## config.mk

```make
export PLATFORM = sky130hd
export DESIGN_NAME = key_debounce_accelerating_repeat
export DESIGN_NICKNAME = d
export VERILOG_FILES = /design/src/rtl/kdar_pkg.sv /design/src/rtl/kdar_csr.sv /design/src/rtl/kdar_core.sv /design/src/rtl/key_debounce_accelerating_repeat.sv
export VERILOG_INCLUDE_DIRS = /design/src /design/src/rtl
export SDC_FILE = /design/constraint.sdc
export NUM_CORES = 1
export LEC_CHECK = 0
export BUFFER_PORTS_ARGS = -buffer_cell sky130_fd_sc_hd__buf_2
export CAP_MARGIN = 20
export CORE_AREA = 10 10 139 141
export CTS_CLUSTER_SIZE = 24
export DETAILED_ROUTE_END_ITERATION = 8
export DIE_AREA = 0 0 149 151
export MAX_ROUTING_LAYER = met4
export PLACE_DENSITY = 0.7
export SLEW_MARGIN = 20
export SYNTH_ARGS = -nofsm -noshare
export SYNTH_HDL_FRONTEND = slang
export SYNTH_SLANG_ARGS = --single-unit
```

## constraint.sdc

```tcl
create_clock -name clock -period 8.2 [get_ports clock]
set_clock_uncertainty 0.2 [all_clocks]
set_input_delay 1.23 -clock clock [delete_from_list [all_inputs] [get_ports clock]]
set_output_delay 1.23 -clock clock [all_outputs]
set_load 0.01 [all_outputs]
```

## src/rtl/key_debounce_accelerating_repeat_defines.svh

```systemverilog
// ----------------------------------------------------------------------------
// Assertion macros for the key debounce block
// Concurrent checks that vanish when NO_ASSERTIONS is defined.
// ----------------------------------------------------------------------------
`ifndef KEY_DEBOUNCE_ACCELERATING_REPEAT_DEFINES_SVH
`define KEY_DEBOUNCE_ACCELERATING_REPEAT_DEFINES_SVH

`ifndef NO_ASSERTIONS

// expr must hold on every clock outside reset
`define KDAR_ASSERT_ALWAYS(label, clk, rst, expr, msg) \
   label: assert property (@(posedge clk) disable iff (rst) (expr)) else $error(msg);

// cons must hold in the cycle after ante
`define KDAR_ASSERT_NEXT(label, clk, rst, ante, cons, msg) \
   label: assert property (@(posedge clk) disable iff (rst) (ante) |=> (cons)) \
      else $error(msg);

`else

`define KDAR_ASSERT_ALWAYS(label, clk, rst, expr, msg)
`define KDAR_ASSERT_NEXT(label, clk, rst, ante, cons, msg)

`endif

`endif

```

## src/rtl/kdar_pkg.sv

```systemverilog
`timescale 1ns / 1ps
// ----------------------------------------------------------------------------
// kdar_pkg
// Shared constants, register codes and types of the key debounce block.
// ----------------------------------------------------------------------------
package kdar_pkg;

   localparam int KEY_COUNT   = 4;
   localparam int STAGE_COUNT = 5;

   localparam int KEY_W      = 4;
   localparam int DEBOUNCE_W = 16;
   localparam int WAIT_W     = 8;
   localparam int STAGE_W    = 3;
   localparam int EMIT_W     = 8;
   localparam int WAITS_W    = 40;
   localparam int REPEATS_W  = 32;
   localparam int CSR_DATA_W = 40;
   localparam int CSR_IDX_W  = 2;

   localparam logic [KEY_W-1:0] KEY_MASK =
      (KEY_COUNT >= KEY_W) ? {KEY_W{1'b1}} : KEY_W'((1 << KEY_COUNT) - 1);

   localparam logic [STAGE_W-1:0] FINAL_STAGE = STAGE_W'(STAGE_COUNT - 1);
   localparam logic [WAIT_W-1:0]  WAIT_MAX    = {WAIT_W{1'b1}};
   localparam logic [EMIT_W-1:0]  EMIT_MAX    = {EMIT_W{1'b1}};

   // register indexes
   localparam logic [CSR_IDX_W-1:0] CSR_DEBOUNCE_THRESHOLD = 2'd0;
   localparam logic [CSR_IDX_W-1:0] CSR_DEBOUNCE_CEILING   = 2'd1;
   localparam logic [CSR_IDX_W-1:0] CSR_STAGE_WAITS        = 2'd2;
   localparam logic [CSR_IDX_W-1:0] CSR_STAGE_REPEATS      = 2'd3;

   localparam logic [DEBOUNCE_W-1:0] THRESHOLD_RESET = 16'd10;
   localparam logic [DEBOUNCE_W-1:0] CEILING_RESET   = 16'hFFFF;
   localparam logic [WAITS_W-1:0]    WAITS_RESET     = 40'h00_0207_1400;
   localparam logic [REPEATS_W-1:0]  REPEATS_RESET   = 32'h0A05_0101;

   typedef struct packed {
      logic [DEBOUNCE_W-1:0] threshold;
      logic [DEBOUNCE_W-1:0] ceiling;
      logic [WAITS_W-1:0]    waits;
      logic [REPEATS_W-1:0]  repeats;
   } cfg_type;

   // byte of a packed per-stage table, zero past the table end
   function automatic logic [7:0] stage_byte(input logic [63:0] packed_bytes,
                                             input logic [STAGE_W-1:0] stage,
                                             input int nbytes);
      logic [7:0] result;
      result = 8'd0;
      if (int'(stage) < nbytes) begin
         result = packed_bytes[8*stage +: 8];
      end
      return result;
   endfunction

endpackage

```

## src/rtl/kdar_csr.sv

```systemverilog
`timescale 1ns / 1ps
// ----------------------------------------------------------------------------
// kdar_csr
// Configuration registers of the key debounce block.
// ----------------------------------------------------------------------------
module kdar_csr (
   input  logic                              clock,
   input  logic                              reset,
   input  logic                              csr_write_enable,
   input  logic [kdar_pkg::CSR_IDX_W-1:0]    csr_index,
   input  logic [kdar_pkg::CSR_DATA_W-1:0]   csr_write_data,
   output kdar_pkg::cfg_type                 cfg
);

   kdar_pkg::cfg_type cfg_ff;
   kdar_pkg::cfg_type cfg_in;

   always_comb begin
      cfg_in = cfg_ff;
      if (csr_write_enable) begin
         unique case (csr_index)
            kdar_pkg::CSR_DEBOUNCE_THRESHOLD: begin
               cfg_in.threshold = csr_write_data[kdar_pkg::DEBOUNCE_W-1:0];
            end
            kdar_pkg::CSR_DEBOUNCE_CEILING: begin
               cfg_in.ceiling = csr_write_data[kdar_pkg::DEBOUNCE_W-1:0];
            end
            kdar_pkg::CSR_STAGE_WAITS: begin
               cfg_in.waits = csr_write_data[kdar_pkg::WAITS_W-1:0];
            end
            kdar_pkg::CSR_STAGE_REPEATS: begin
               cfg_in.repeats = csr_write_data[kdar_pkg::REPEATS_W-1:0];
            end
            default: begin
               cfg_in = cfg_ff;
            end
         endcase
      end
   end

   always_ff @(posedge clock) begin
      if (reset) begin
         cfg_ff.threshold <= kdar_pkg::THRESHOLD_RESET;
         cfg_ff.ceiling   <= kdar_pkg::CEILING_RESET;
         cfg_ff.waits     <= kdar_pkg::WAITS_RESET;
         cfg_ff.repeats   <= kdar_pkg::REPEATS_RESET;
      end else begin
         cfg_ff <= cfg_in;
      end
   end

   assign cfg = cfg_ff;

endmodule

```

## src/rtl/kdar_core.sv

```systemverilog
`timescale 1ns / 1ps
// ----------------------------------------------------------------------------
// kdar_core
// Debounce, wait and repeat-stage state with the per-tick update logic.
// ----------------------------------------------------------------------------
`include "key_debounce_accelerating_repeat_defines.svh"

module kdar_core (
   input  logic                          clock,
   input  logic                          reset,
   input  kdar_pkg::cfg_type             cfg,
   input  logic                          step,
   input  logic [kdar_pkg::KEY_W-1:0]    keys_raw,
   output logic [kdar_pkg::KEY_W-1:0]    key_event
);

   logic [kdar_pkg::KEY_W-1:0]      prev_keys_ff, prev_keys_in;
   logic [kdar_pkg::DEBOUNCE_W-1:0] debounce_ff, debounce_in;
   logic [kdar_pkg::WAIT_W-1:0]     wait_ff, wait_in;
   logic [kdar_pkg::STAGE_W-1:0]    stage_ff, stage_in;
   logic [kdar_pkg::EMIT_W-1:0]     emits_ff, emits_in;
   logic                            emitted_ff, emitted_in;

   logic [kdar_pkg::KEY_W-1:0]      keys;
   logic [7:0]                      wait_limit;
   logic [7:0]                      repeat_limit;
   logic [kdar_pkg::EMIT_W-1:0]     emits_next;

   always_comb begin
      keys         = keys_raw & kdar_pkg::KEY_MASK;
      prev_keys_in = keys;
      debounce_in  = debounce_ff;
      wait_in      = wait_ff;
      stage_in     = stage_ff;
      emits_in     = emits_ff;
      emitted_in   = emitted_ff;
      key_event    = '0;
      emits_next   = '0;

      if ((keys != '0) && (keys == prev_keys_ff)) begin
         if (debounce_ff < cfg.ceiling) begin
            debounce_in = debounce_ff + 1'b1;
         end
      end else if ((keys != prev_keys_ff) && emitted_ff) begin
         // new pattern after an event restarts the repeat sequence
         emitted_in  = 1'b0;
         debounce_in = '0;
         stage_in    = '0;
         emits_in    = '0;
      end

      wait_limit   = kdar_pkg::stage_byte(64'(cfg.waits), stage_in, kdar_pkg::STAGE_COUNT);
      repeat_limit = kdar_pkg::stage_byte(64'(cfg.repeats), stage_in,
                                          kdar_pkg::STAGE_COUNT - 1);

      if (debounce_in > cfg.threshold) begin
         debounce_in = '0;
         if (wait_ff >= wait_limit) begin
            if (stage_in < kdar_pkg::FINAL_STAGE) begin
               emits_next = (emits_in < kdar_pkg::EMIT_MAX) ? emits_in + 1'b1 : emits_in;
               if (emits_next >= repeat_limit) begin
                  stage_in = stage_in + 1'b1;
                  emits_in = '0;
               end else begin
                  emits_in = emits_next;
               end
            end
            emitted_in = 1'b1;
            wait_in    = '0;
            key_event  = keys;
         end else if (wait_ff < kdar_pkg::WAIT_MAX) begin
            wait_in = wait_ff + 1'b1;
         end
      end
   end

   always_ff @(posedge clock) begin
      if (reset) begin
         prev_keys_ff <= '0;
         debounce_ff  <= '0;
         wait_ff      <= '0;
         stage_ff     <= '0;
         emits_ff     <= '0;
         emitted_ff   <= 1'b0;
      end else if (step) begin
         prev_keys_ff <= prev_keys_in;
         debounce_ff  <= debounce_in;
         wait_ff      <= wait_in;
         stage_ff     <= stage_in;
         emits_ff     <= emits_in;
         emitted_ff   <= emitted_in;
      end
   end

   `KDAR_ASSERT_ALWAYS(a_stage_bound, clock, reset, stage_ff <= kdar_pkg::FINAL_STAGE, "stage past final")
   `KDAR_ASSERT_ALWAYS(a_final_no_emits, clock, reset, (stage_ff != kdar_pkg::FINAL_STAGE) || (emits_ff == '0), "final stage keeps emissions")
   `KDAR_ASSERT_NEXT(a_event_marks, clock, reset, step && (key_event != '0), emitted_ff && (wait_ff == '0), "event did not mark state")

endmodule

```

## src/rtl/key_debounce_accelerating_repeat.sv

```systemverilog
`timescale 1ns / 1ps
// ----------------------------------------------------------------------------
// key_debounce_accelerating_repeat
// Keypad debounce with accelerating auto-repeat over several repeat stages.
// ----------------------------------------------------------------------------
//  channel | direction | ports                                     | word
//  req     | in        | req_valid req_stall req_key_bits          | one sample tick
//  rsp     | out       | rsp_valid rsp_stall rsp_key_event         | one event (0 = none)
//  csr     | in        | csr_write_enable csr_index csr_write_data | one register write
//
//  One word per cycle sustained while rsp is not stalled; a word passes
//  the input register, then the state update into the result register.
//  Reset is synchronous, clears the valid flags and core state and loads register defaults.
//  A stalled rsp holds the result; the input register waits behind it and
//  req_stall rises only when both are full.
// ----------------------------------------------------------------------------
`include "key_debounce_accelerating_repeat_defines.svh"

module key_debounce_accelerating_repeat (
   input  logic                              clock,
   input  logic                              reset,
   input  logic                              req_valid,
   output logic                              req_stall,
   input  logic [kdar_pkg::KEY_W-1:0]        req_key_bits,
   output logic                              rsp_valid,
   input  logic                              rsp_stall,
   output logic [kdar_pkg::KEY_W-1:0]        rsp_key_event,
   input  logic                              csr_write_enable,
   input  logic [kdar_pkg::CSR_IDX_W-1:0]    csr_index,
   input  logic [kdar_pkg::CSR_DATA_W-1:0]   csr_write_data
);

   kdar_pkg::cfg_type              cfg;
   logic                           in_valid_ff;
   logic [kdar_pkg::KEY_W-1:0]     in_keys_ff;
   logic                           out_valid_ff;
   logic [kdar_pkg::KEY_W-1:0]     out_event_ff;
   logic [kdar_pkg::KEY_W-1:0]     event_in;
   logic                           out_free;
   logic                           step;
   logic                           req_take;

   assign out_free  = !out_valid_ff || !rsp_stall;
   assign step      = in_valid_ff && out_free;
   assign req_stall = in_valid_ff && !out_free;
   assign req_take  = req_valid && !req_stall;

   kdar_csr u_csr (
      .clock            (clock),
      .reset            (reset),
      .csr_write_enable (csr_write_enable),
      .csr_index        (csr_index),
      .csr_write_data   (csr_write_data),
      .cfg              (cfg)
   );

   kdar_core u_core (
      .clock     (clock),
      .reset     (reset),
      .cfg       (cfg),
      .step      (step),
      .keys_raw  (in_keys_ff),
      .key_event (event_in)
   );

   always_ff @(posedge clock) begin
      if (reset) begin
         in_valid_ff  <= 1'b0;
         out_valid_ff <= 1'b0;
      end else begin
         if (req_take) begin
            in_valid_ff <= 1'b1;
         end else if (step) begin
            in_valid_ff <= 1'b0;
         end
         if (step) begin
            out_valid_ff <= 1'b1;
         end else if (!rsp_stall) begin
            out_valid_ff <= 1'b0;
         end
      end
   end

   always_ff @(posedge clock) begin
      if (req_take) begin
         in_keys_ff <= req_key_bits;
      end
      if (step) begin
         out_event_ff <= event_in;
      end
   end

   assign rsp_valid     = out_valid_ff;
   assign rsp_key_event = out_event_ff;

   `KDAR_ASSERT_ALWAYS(a_stall_means_full, clock, reset,
                       !req_stall || (in_valid_ff && out_valid_ff),
                       "req stalled with free slot")
   `KDAR_ASSERT_NEXT(a_step_fills_out, clock, reset, step, out_valid_ff, "processed word lost")

endmodule

```

==> run_summary.xml <==
<?xml version="1.0" encoding="UTF-8"?>
<metrics>
  <group name="grt">
    <metric name="via_count_of_the_first_global_routing_pass" unit="">6479</metric>
    <metric name="first_pass_grt_wire_length" unit="µm">34800</metric>
    <metric name="total_global_routing_overflow" unit="">0</metric>
    <metric name="globalRouteTotalUtil" unit="%">19.89</metric>
    <metric name="antenna_violations_before_repair" unit="">0</metric>
    <metric name="pin_count_of_the_biggest_net_entering_global_routing" unit="">96</metric>
  </group>
  <group name="min_path">
    <metric name="min_path_type" unit="">flop to flop</metric>
  </group>
  <group name="logic_synthesis">
    <metric name="ys_ff_latch" unit="">154</metric>
    <metric name="yosys-mux-area-fraction" unit="%">2.478</metric>
    <metric name="synth_top_cell_by_area" unit="">sky130_fd_sc_hd__dfxtp_1</metric>
    <metric name="synth_cell_type_count" unit="">73</metric>
    <metric name="syn_area_per_cell" unit="µm²">7.891</metric>
    <metric name="synth_compound_area_share" unit="%">21.44</metric>
    <metric name="netlist.area_leader.share" unit="%">35.96</metric>
    <metric name="post_synthesis_cells" unit="">1030</metric>
    <metric name="netlist_top_cells_area" unit="">sky130_fd_sc_hd__dfxtp_1 36%, sky130_fd_sc_hd__nand2_1 11%, sky130_fd_sc_hd__ha_1 7.9%, sky130_fd_sc_hd__a21oi_1 7.7%, sky130_fd_sc_hd__nand3_1 3.0%</metric>
    <metric name="count_of_synthesis_stage_warnings_from_yosys" unit="">0</metric>
    <metric name="synth_fa_ha_area_share" unit="%">7.851</metric>
    <metric name="synth_enable_flop_cells" unit="">8</metric>
    <metric name="post_synth_xor_xnor_area" unit="%">1.062</metric>
    <metric name="yosys.area_share.simple" unit="%">23.09</metric>
    <metric name="synth_top_family_by_area" unit="">simple AND/OR/NAND/NOR gates</metric>
    <metric name="synth_seq_area_share" unit="%">38.92</metric>
    <metric name="synthArstFlopShare" unit="%">0</metric>
    <metric name="synth-main-ff-cell" unit="">sky130_fd_sc_hd__dfxtp_1</metric>
    <metric name="postSynthNetCount" unit="">1132</metric>
    <metric name="syn-cell-area" unit="µm²">8128</metric>
  </group>
  <group name="detailed_routing">
    <metric name="dr.pass1.iters" unit="">5</metric>
    <metric name="routed_via_density" unit="">5.593</metric>
    <metric name="totalWireLength" unit="µm">21640</metric>
    <metric name="ant_nets" unit="">0</metric>
    <metric name="routed-via-count" unit="">7181</metric>
    <metric name="dr_wl_cell" unit="µm">16.86</metric>
    <metric name="remaining_drc_errors" unit="">0</metric>
    <metric name="initialDrtViolationCount" unit="">670</metric>
  </group>
  <group name="placement">
    <metric name="placed_cells_incl_taps" unit="">1252</metric>
    <metric name="io_buffers" unit="">56</metric>
    <metric name="hpwlAfterDp" unit="µm">14780</metric>
    <metric name="routabilityCongestion" unit="">0.9296</metric>
  </group>
  <group name="setup_path">
    <metric name="critical_path.reg2reg.startpoint" unit="">u_core.debounce_ff[7]$_SDFFE_PP0P_</metric>
    <metric name="cp_max_fo" unit="">27</metric>
    <metric name="cp.required" unit="ps">8330</metric>
    <metric name="timing_worst_setup_path_type" unit="">flop to flop</metric>
    <metric name="startpoint_type" unit="">flop</metric>
    <metric name="setup.worst_path.start" unit="">u_core.debounce_ff[7]$_SDFFE_PP0P_</metric>
    <metric name="r2r.worst_path.cells" unit="">15</metric>
    <metric name="rr_endpoint" unit="">u_core.emits_ff[2]$_SDFFE_PP0P_</metric>
    <metric name="endpoint_kind" unit="">flop</metric>
    <metric name="crit_path_end" unit="">u_core.emits_ff[2]$_SDFFE_PP0P_</metric>
    <metric name="worstPathArrival" unit="ps">5830</metric>
    <metric name="worst-r2r-setup-slack" unit="ps">2500</metric>
  </group>
  <group name="pwr">
    <metric name="leakage" unit="nW">3.667</metric>
    <metric name="pwrdens" unit="nW/µm²">186.7</metric>
    <metric name="irDropWorstVdd" unit="mV">0.1534</metric>
  </group>
  <group name="clock_network">
    <metric name="htree_num_levels" unit="">4</metric>
    <metric name="clock_tree_from_tritoncts" unit="">built</metric>
    <metric name="clk_pin_slew_worst_paths" unit="ps">70</metric>
    <metric name="cts_num_sinks" unit="">154</metric>
    <metric name="clock_latency" unit="ps">440</metric>
    <metric name="num_cts_buffers" unit="">17</metric>
    <metric name="post_cts_buffers" unit="">0</metric>
    <metric name="cts_root_buf" unit="">sky130_fd_sc_hd__clkbuf_16</metric>
    <metric name="clock_path_buffers" unit="">2</metric>
    <metric name="cts_hold_buf" unit="">0</metric>
    <metric name="cts_resized" unit="">0</metric>
  </group>
  <group name="cells_and_area">
    <metric name="syn_to_final_growth" unit="%">11.71</metric>
    <metric name="post_layout_nonfiller_instances" unit="">1284</metric>
    <metric name="n_fill_cell" unit="">1595</metric>
    <metric name="num_antenna_cells" unit="">0</metric>
    <metric name="top_library_cells_by_usage_in_the_layout_fill_and_taps_aside" unit="">242 x sky130_fd_sc_hd__nand2_1, 146 x sky130_fd_sc_hd__dfxtp_1, 125 x sky130_fd_sc_hd__a21oi_1</metric>
    <metric name="final_common_cell" unit="">sky130_fd_sc_hd__nand2_1</metric>
    <metric name="final_core_util" unit="%">55.14</metric>
    <metric name="drive_above_1_share" unit="%">11.18</metric>
    <metric name="layout.nets" unit="">1153</metric>
  </group>
  <group name="timing">
    <metric name="timing.fmax" unit="MHz">175.5</metric>
    <metric name="relSlewSlack" unit="%">26.67</metric>
    <metric name="max_slew.worst_pin.slew" unit="ps">1100</metric>
    <metric name="setup_tns" unit="ps">0</metric>
    <metric name="min_period_over_period" unit="%">69.50</metric>
    <metric name="min_period" unit="ps">5699</metric>
    <metric name="hold_violations" unit="">0</metric>
    <metric name="number_of_slew_limit_violations_in_the_final_report" unit="">0</metric>
    <metric name="setup_violations" unit="">0</metric>
    <metric name="rsz0062_at_grt" unit="">false</metric>
  </group>
  <group name="run">
    <metric name="max_cap_violations" unit="">0</metric>
  </group>
  <group name="die">
    <metric name="placementRows" unit="">47</metric>
    <metric name="area_of_the_core" unit="µm²">16470</metric>
    <metric name="die-area" unit="µm²">22500</metric>
    <metric name="die_height" unit="µm">151</metric>
    <metric name="pin_count" unit="">57</metric>
    <metric name="floorplan.initialDensity" unit="%">49.36</metric>
    <metric name="chipWidth" unit="µm">149</metric>
  </group>
  <group name="status">
    <metric name="run_status" unit="">complete, no violations</metric>
  </group>
</metrics>
## power by group
| part | internal, mW | switching [mW] |
|---|---|---|
| clock | 0.406 | 0.368 |
| sequential | 0.777 | 0.0118 |
| combinational | 0.0438 | 0.0888 |
| total | 1.23 | 0.469 |
## sequential cells by signal (all words and copies together) (netlist names), 3 cells and up
| signal | count |
|---|---|
| in_keys_ff | 4 |
| rsp_key_event | 4 |
| u_core.debounce_ff | 16 |
| u_core.emits_ff | 8 |
| u_core.prev_keys_ff | 4 |
| u_core.stage_ff | 3 |
| u_core.wait_ff | 8 |
| u_csr.cfg | 104 |
## per-stage QoR
step                      hold slack (ps)  setup WS [ps]  power, mW  instance area (µm²)
final                               249.2           2501      1.696                 9080
after global routing                273.7           1995      1.757                 9080
after CTS                           252.7           2599      1.702                 9079
after detailed placement            243.5           2596     0.9369                 8501
after global placement              239.0           2721     0.9353                 8501
after floorplan                     231.8           3981     0.8887                 8128
## how the worst min path moves through the flow
stage                     cells after the start                    endpoint  slack [ps]                       start
after floorplan                               2  u_csr.cfg[17]$_SDFFE_PP0P_         230  u_csr.cfg[17]$_SDFFE_PP0P_
after global placement                        2  u_csr.cfg[21]$_SDFFE_PP0P_         240  u_csr.cfg[21]$_SDFFE_PP0P_
after detailed placement                      2  u_csr.cfg[55]$_SDFFE_PP0P_         240  u_csr.cfg[55]$_SDFFE_PP0P_
after CTS                                     2  u_csr.cfg[55]$_SDFFE_PP0P_         250  u_csr.cfg[55]$_SDFFE_PP0P_
after global routing                          2  u_csr.cfg[19]$_SDFFE_PP0P_         270  u_csr.cfg[19]$_SDFFE_PP0P_
final                                         2  u_csr.cfg[19]$_SDFFE_PP0P_         250  u_csr.cfg[19]$_SDFFE_PP0P_
## synthesized netlist by cell type (all sizes together), types with 19 or more instances
library cell,n
a211oi,20
clkbuf,54
o21ai,37
ha,51
o211ai,20
nand3,49
inv,45
a21oi,126
dfxtp,146
nand2,243
mux2i,19
nor2,44
## cell families (layout without fill, tap and decap cells)
| kind of cell | Yosys count | after routing |
|---|---|---|
| xor+xnor | 9 | 9 |
| mux | 20 | 20 |
| simple gates | 418 | 418 |
| flops | 154 | 154 |
| compound gates | 271 | 271 |
| buf+inv | 107 | 141 |
| fa+ha+maj | 51 | 51 |
## cell type report
class	count	area [µm²]	share of cell area, %
clock buffers	17	425.4	4.685
multi-input cells	769	4554	50.16
well taps	220	275.3	3.032
flip-flops and latches	154	3163	34.84
clock inverters	15	152.6	1.681
repair buffers	64	340.3	3.748
inverters	45	168.9	1.860
## layer usage
| layer | GRT usage [%] | part of all wire [%] |
|---|---|---|
| met1 | 27.88 | 49 |
| met2 | 28.71 | 44 |
| met3 | 3.461 | 5.9 |
| met4 | 5.692 | 1.1 |
| met5 | - | 0 |
## worst max-delay path, cell delays in order (launching register included)
cell and delay [ps]:
sky130_fd_sc_hd__dfxtp_1 530, sky130_fd_sc_hd__ha_1 320, sky130_fd_sc_hd__a21oi_1 180, sky130_fd_sc_hd__or3_1 140, sky130_fd_sc_hd__o2111ai_2 190, sky130_fd_sc_hd__a211oi_4 870
sky130_fd_sc_hd__nand4_1 340, sky130_fd_sc_hd__o21ai_0 320, sky130_fd_sc_hd__ha_1 290, sky130_fd_sc_hd__o21ai_0 160, sky130_fd_sc_hd__a21oi_1 90, sky130_fd_sc_hd__a22o_1 260
sky130_fd_sc_hd__o31ai_2 810, sky130_fd_sc_hd__nor3_2 250, sky130_fd_sc_hd__and2_0 350, sky130_fd_sc_hd__a22o_1 270
Note: power is estimated with default switching activity, not from simulation.
